--- config.mk ---
export PLATFORM = sky130hd
export DESIGN_NAME = aabbfc_ctrl
export DESIGN_NICKNAME = d
export VERILOG_FILES = /design/src/aabbfc_pkg.sv /design/src/aabbfc_ctrl.sv
export SDC_FILE = /design/constraint.sdc
export NUM_CORES = 1
export LEC_CHECK = 0
export BUFFER_PORTS_ARGS = -buffer_cell sky130_fd_sc_hd__clkbuf_2
export CORE_AREA = 2 2 39 41
export CTS_CLUSTER_DIAMETER = 80
export DETAILED_ROUTE_END_ITERATION = 6
export DIE_AREA = 0 0 41 43
export SYNTH_ARGS = -nofsm -noshare
export SYNTH_HDL_FRONTEND = slang
export SYNTH_SLANG_ARGS = --single-unit
export TNS_END_PERCENT = 20
--- constraint.sdc ---
create_clock -name clk_i -period 2.8 [get_ports clk_i]
set_clock_uncertainty 0.15 [all_clocks]
set_input_delay 0.14 -clock clk_i [delete_from_list [all_inputs] [get_ports clk_i]]
set_output_delay 0.14 -clock clk_i [all_outputs]
set_load 0.01 [all_outputs]
--- src/aabbfc_pkg.sv ---
package aabbfc_pkg;

  // default configuration
  localparam int unsigned NumPlanesDef = 6;
  localparam int unsigned FracBitsDef  = 16;

  // field widths
  localparam int unsigned CoefW        = 32;
  localparam int unsigned PlaneIdxW    = 3;
  localparam int unsigned CoefIdxW     = 2;
  localparam int unsigned CoefPerPlane = 4;
  localparam int unsigned NumAxes      = 3;
  localparam int unsigned ProdW        = 2 * CoefW;
  localparam int unsigned SumW         = ProdW + 2;

  // input tdata layout, lowest bit first
  localparam int unsigned PlaneOffs    = 0;
  localparam int unsigned CoefIdxOffs  = PlaneOffs + PlaneIdxW;
  localparam int unsigned CoefValOffs  = CoefIdxOffs + CoefIdxW;
  localparam int unsigned BoxLowOffs   = CoefValOffs + CoefW;
  localparam int unsigned BoxHighOffs  = BoxLowOffs + NumAxes * CoefW;
  localparam int unsigned InBits       = BoxHighOffs + NumAxes * CoefW;
  localparam int unsigned TdataInW     = ((InBits + 7) / 8) * 8;
  localparam int unsigned TuserInW     = 1;
  localparam int unsigned TdataOutW    = 8;

  // item kinds carried in tuser
  typedef enum logic [TuserInW-1:0] {
    FUNC_LOAD = 1'b0,
    FUNC_TEST = 1'b1
  } func_e;

  // controller to datapath commands
  typedef struct packed {
    logic                 coef_we;
    logic                 box_load;
    logic                 issue;
    logic [PlaneIdxW-1:0] plane;
    logic                 out_load;
  } cmd_t;

endpackage

--- src/aabbfc_ctrl.sv ---
module aabbfc_ctrl #(
  parameter int unsigned NUM_PLANES = aabbfc_pkg::NumPlanesDef
) (
  input  logic                            clk_i,
  input  logic                            rst_ni,
  input  logic                            s_tvalid_i,
  output logic                            s_tready_o,
  input  logic [aabbfc_pkg::TuserInW-1:0] s_func_i,
  output logic                            m_tvalid_o,
  input  logic                            m_tready_i,
  output aabbfc_pkg::cmd_t                cmd_o
);
  import aabbfc_pkg::*;

  localparam int unsigned PlaneW = (NUM_PLANES > 1) ? $clog2(NUM_PLANES) : 1;
  localparam logic [PlaneW-1:0] LastPlane = PlaneW'(NUM_PLANES - 1);

  typedef enum logic [3:0] {
    ST_IDLE = 4'b0001,
    ST_RUN  = 4'b0010,
    ST_LAST = 4'b0100,
    ST_OUT  = 4'b1000
  } state_e;

  state_e            state_q, state_d;
  logic [PlaneW-1:0] cnt_q, cnt_d;
  logic              ovld_q, ovld_d;
  logic              accept;
  logic              out_free;

  assign accept   = s_tvalid_i & s_tready_o;
  assign out_free = ~ovld_q | m_tready_i;

  always_comb begin
    state_d        = state_q;
    cnt_d          = cnt_q;
    s_tready_o     = 1'b0;
    cmd_o          = '0;
    cmd_o.plane    = PlaneIdxW'(cnt_q);
    ovld_d         = ovld_q & ~m_tready_i;
    case (state_q)
      ST_IDLE: begin
        s_tready_o = 1'b1;
        if (accept) begin
          if (s_func_i == FUNC_TEST) begin
            cmd_o.box_load = 1'b1;
            cnt_d          = '0;
            state_d        = ST_RUN;
          end else begin
            cmd_o.coef_we = 1'b1;
          end
        end
      end
      ST_RUN: begin
        cmd_o.issue = 1'b1;
        if (cnt_q == LastPlane) begin
          state_d = ST_LAST;
        end else begin
          cnt_d = cnt_q + 1'b1;
        end
      end
      ST_LAST: begin
        if (out_free) begin
          state_d = ST_OUT;
        end
      end
      ST_OUT: begin
        cmd_o.out_load = 1'b1;
        ovld_d         = 1'b1;
        state_d        = ST_IDLE;
      end
      default: begin
        state_d = ST_IDLE;
      end
    endcase
  end

  always_ff @(posedge clk_i or negedge rst_ni) begin
    if (!rst_ni) begin
      state_q <= ST_IDLE;
      cnt_q   <= '0;
      ovld_q  <= 1'b0;
    end else begin
      state_q <= state_d;
      cnt_q   <= cnt_d;
      ovld_q  <= ovld_d;
    end
  end

  assign m_tvalid_o = ovld_q;

endmodule

**Word-level counts from Yosys, hierarchy flattened**

Index checks and enable logic that the tools add are counted.

- Register bits: 8
- Bits in latches: 0
- Memory bits (writable): 0
- Memory bits (read-only): 0
- Logic and storage cells: 39
- Memories kept: 0

- Add/subtract/negate cells: 1
- Multipliers: 0
- Div/mod/pow operators: 0
- Order comparisons: 0
- Eq/ne operators: 10
- Shifts and indexed selects: 0
- Muxes and demuxes: 17
- Bitwise logic cells: 5
- Reduce and logical (&&, ||, !) cells: 3

Operator list:

| kind | count |
|---|---|
| $mux 4 | 4 |
| $pmux 4 s3 | 1 |
| $ne 2x2->1 const B | 5 |
| $mux 3 | 3 |
| $reduce_and 4->1 | 2 |
| $mux 1 | 6 |
| $pmux 3 s2 | 1 |
| $eq 4x1->1 const B | 1 |
| $eq 4x2->1 const B | 1 |
| $eq 4x3->1 const B | 1 |
| $eq 4x4->1 const B | 1 |
| $mux 2 | 2 |
| $add 3x1->3 const B | 1 |
| $eq 3x3->1 const B | 1 |
| $and 1x1->1 | 2 |
| $not 1->1 | 2 |
| $reduce_bool 2->1 | 1 |
| $or 1x1->1 | 1 |

**Longest topological paths before layout**

- Word-level depth: 5
- Mapped depth: 5

**Least setup slack after synthesis**

OpenSTA, ideal clock, no wires.

- Path kind: flip-flop to flip-flop
- Start: register state_q[0]
- End: register cnt_q[2]
- Setup time: 0.130 ns
- Arrival: 1.214 ns
- Data required time: 2.520 ns
- Setup slack: 1.307 ns
- Cell stages (with the launch flop): 4
- Path buffers: 0
- Cell sequence: dfstp_2 nor4b_4 a32o_2 o221ai_2

- Longest elaborated chain between the ends: 5
- Elaborated cells between the ends (all ways): 10
- Classes of those cells: 5 x eq/ne; 2 x mux; 1 x bitwise; 2 x reduce/logical

RTL lines:

| element | line | text |
|---|---|---|
| start, declared | aabbfc_ctrl.sv:25 | `state_e state_q, state_d;` |
| start signal, assigned | aabbfc_ctrl.sv:84 | `state_q <= state_d;` |
| $eq 4x1->1 | aabbfc_ctrl.sv:41 | `case (state_q)` |
| $mux 1 | aabbfc_ctrl.sv:41 |  |
| via s_tready_o | aabbfc_ctrl.sv:7 | `output logic s_tready_o,` |
| $and 1x1->1 | aabbfc_ctrl.sv:31 | `assign accept = s_tvalid_i & s_tready_o;` |
| $ne 2x2->1 (no source line) | - |  |
| $reduce_and 4->1 (no source line) | - |  |
| end signal, assigned | aabbfc_ctrl.sv:85 | `cnt_q <= cnt_d;` |
| end, declared | aabbfc_ctrl.sv:26 | `logic [PlaneW-1:0] cnt_q, cnt_d;` |

The timed path passes the listed nets, and every way through them passes these cells.
A chain may end at the register's enable or synchronous reset.

==> flow_summary.json <==
{
  "fp.coreArea_um2": 1380,
  "clk_latency_ps": 260,
  "crit_fanout": 4,
  "synthSimpleGateAreaFrac_pct": 31.3,
  "final.fill_count": 153,
  "sw_share_pct": 28.7,
  "synthCells": 35,
  "syn-cell-area_um2": 415,
  "post_layout_min_period_ps": 1760,
  "via_count_of_the_first_global_routing_pass": 295,
  "power_frac_clock_pct": 33.1,
  "synth-xor-area-share_pct": 0,
  "seqPwrFrac_pct": 47.2,
  "setup.worst_path.class": "flop to output pin",
  "global_route_wire_length_before_repair_mm": 1.30,
  "max_slew_margin_pct": 73.8,
  "setup_viol_count_final": 0,
  "final_core_utilization_pct": 38.8,
  "first_pass_iteration_count_of_the_detailed_router": 4,
  "slowest_stage": "sky130_fd_sc_hd__dfstp_2",
  "yosys.cell_types.count": 20,
  "grt_max_degree": 9,
  "grt.overflow.total": 0,
  "detailed_place.area_um2": 500,
  "fp.dieArea_um2": 1760,
  "share_of_the_synthesized_area_in_compound_gates_ao_oa_aoi_oai_pct": 9.04,
  "clk_transition_reported_paths_ps": 60,
  "avgViaCountPerCell": 4.90,
  "critical_path.startpoint_type": "flop",
  "yosys_warnings": 0,
  "worst_setup_path_end_kind": "output pin",
  "post-cts-setup-buffer-count": 0,
  "synth.avg_cell_area_um2": 11.9,
  "grt_setup_unrepaired": "no",
  "synth_mux_area_share_pct": 2.41,
  "grt_use_total_pct": 11.6,
  "tritoncts.num_buffers": 3,
  "vias": 338,
  "ctsLongestPathBuffers": 2,
  "cell_at_the_root_of_the_clock_tree": "sky130_fd_sc_hd__clkbuf_4",
  "post_cts_hold_buffer_count": 1,
  "die_w_um": 41,
  "dp_hpwl_um": 648,
  "cts.sinks": 8,
  "final_critical_path_setup_slack_ps": 1040,
  "drc_errors": 0,
  "synth_top_family_by_area": "simple AND/OR/NAND/NOR gates",
  "cellPowerDensity_nw_per_um2": 552,
  "p_leak_nw": 0.265,
  "critical_path_required_time_ps": 2510,
  "totalPowerFinal_mw": 0.296,
  "fp.dieH_um": 43,
  "power.combinational.fraction_pct": 19.7,
  "antenna_found_initial": 0,
  "worstPathBufferInverterCount": 1,
  "tritoncts": "built",
  "htree_depth": 1,
  "post_route_cells_drive_above_1_share_pct": 41.5,
  "fin_setup_tns_ps": 0,
  "drt-initial-drc-count": 4,
  "gp_congestion": 0.729,
  "max_cap_viol_count": 0,
  "timing.fmax_mhz": 568,
  "place.port_buffers": 13,
  "area_growth_pct": 29.2,
  "final_common_cell": "sky130_fd_sc_hd__clkbuf_2",
  "power.net_switching_mw": 0.0850,
  "placedCellCount": 64,
  "cts_repair_resize_count": 0,
  "status": "finished clean",
  "row_count": 14,
  "worst_path_dominant_cell_family": "flip-flops",
  "timing_worst_slew_pin_value_ps": 392,
  "ios": 14,
  "hold_class": "primary input to flop",
  "largest_stage_delay_worst_path_ps": 580,
  "final_net_count": 61,
  "timing_max_transition_violations_final": 0,
  "synth-adder-area-share_pct": 6.02,
  "post_synthesis_sequential_element_count": 8,
  "cell_breakdown_of_the_critical_path": "nor4b_4 -> and3_1 -> clkbuf_2",
  "antenna_violating_nets_post_route": 0,
  "worst_hold_margin_ps": 35.7,
  "irDropWorstVdd_mv": 0.287,
  "synth.net_count": 42,
  "n_antenna_cell": 0,
  "internal_power_mw": 0.211,
  "starting_utilization_of_the_core_area_pct": 30.0,
  "final_cell_mix": "sky130_fd_sc_hd__clkbuf_2 (13), sky130_fd_sc_hd__dfrtp_1 (7), sky130_fd_sc_hd__inv_1 (3), sky130_fd_sc_hd__nand3_1 (3), sky130_fd_sc_hd__clkbuf_4 (3)",
  "worst-endpoint-arrival_ps": 1470,
  "drt_wl_total_um": 818,
  "wl_per_cell_um": 11.9,
  "report.final.hold_viol_count": 0,
  "min_period_over_period_pct": 62.9,
  "final-instance-count-excl-fill": 69,
  "finish.instance_area_um2": 537,
  "preCtsSetupSlack_ps": 1290,
  "sequential_cell_area_fraction_in_the_yosys_report_pct": 48.5
}
## worst register-to-register path, delay by kind of cell (launching register included)
family	cells	cell delay, ps
simple gates	1	280
compound gates	2	380
flops	1	580
## area by class of cell
cell class	count	area, um2	share of cell area [%]
Timing Repair Buffer	14	75.1	14.0
Multi-Input combinational cell	24	203	37.8
Inverter	3	11.3	2.10
Tap cell	16	20.0	3.73
Sequential cell	8	201	37.5
Clock buffer	4	26.3	4.90
## sequential cells by signal, summed over array words and instances (netlist names)
name and count:
cnt_q 3, state_q 4, m_tvalid_o 1
## path summary, 6_finish.rpt
kind	start	endpoint	slack, ps	cells after the start
min in group asynchronous	rst_ni	cnt_q[0]	110	2
worst max-delay path	state_q[0]	cmd_o[5]	1040	3
worst min-delay path	m_tready_i	m_tvalid_o	40	3
max in group asynchronous	rst_ni	state_q[0]	2140	2
worst max register to register	state_q[0]	cnt_q[2]	1300	3
worst min register to register	m_tvalid_o	m_tvalid_o	390	2
## power groups by stage
stage	Sequential [mW]	Combinational, mW	Clock (mW)
final	0.140	0.0584	0.0980
after global routing	0.141	0.0666	0.107
after CTS	0.140	0.0600	0.103
after detailed placement	0.141	0.0587	0
after global placement	0.141	0.0583	0
after floorplan	0.142	0.0336	0
## synth_stat cells (all sizes together)
| library cell | count | area share, % |
|---|---|---|
| dfrtp | 7 | 42 |
| inv | 3 | 2.7 |
| nand2 | 3 | 3.3 |
| nand3 | 3 | 3.6 |
| ha | 2 | 6.0 |
| nand2b | 2 | 3.0 |
| nor2 | 2 | 1.8 |
| nor4b | 2 | 11 |
| a32o | 1 | 2.7 |
| and3 | 1 | 1.5 |
| dfstp | 1 | 6.3 |
| mux2i | 1 | 2.4 |
| nor2b | 1 | 1.5 |
| nor3b | 1 | 1.8 |
| nor4 | 1 | 1.5 |
| o21ai | 1 | 1.2 |
| o221ai | 1 | 3.6 |
| o22ai | 1 | 1.5 |
| or2b | 1 | 1.8 |
## routing by layer
metal,track usage (%),part of all wire (%)
met1,14.5,43
met2,14.7,48
met3,6.28,6.6
met4,8.00,2.7
met5,0,0
## logic make-up (layout without fill, tap and decap cells)
group                      after synthesis  count (layout)
and+or+nand+nor                         17              17
DFF                                      8               8
AOI/OAI and AO/OA                        4               4
buffers and inverters                    3              21
adders and majority gates                2               2
muxes                                    1               1
(Power assumes the default switching activity.)
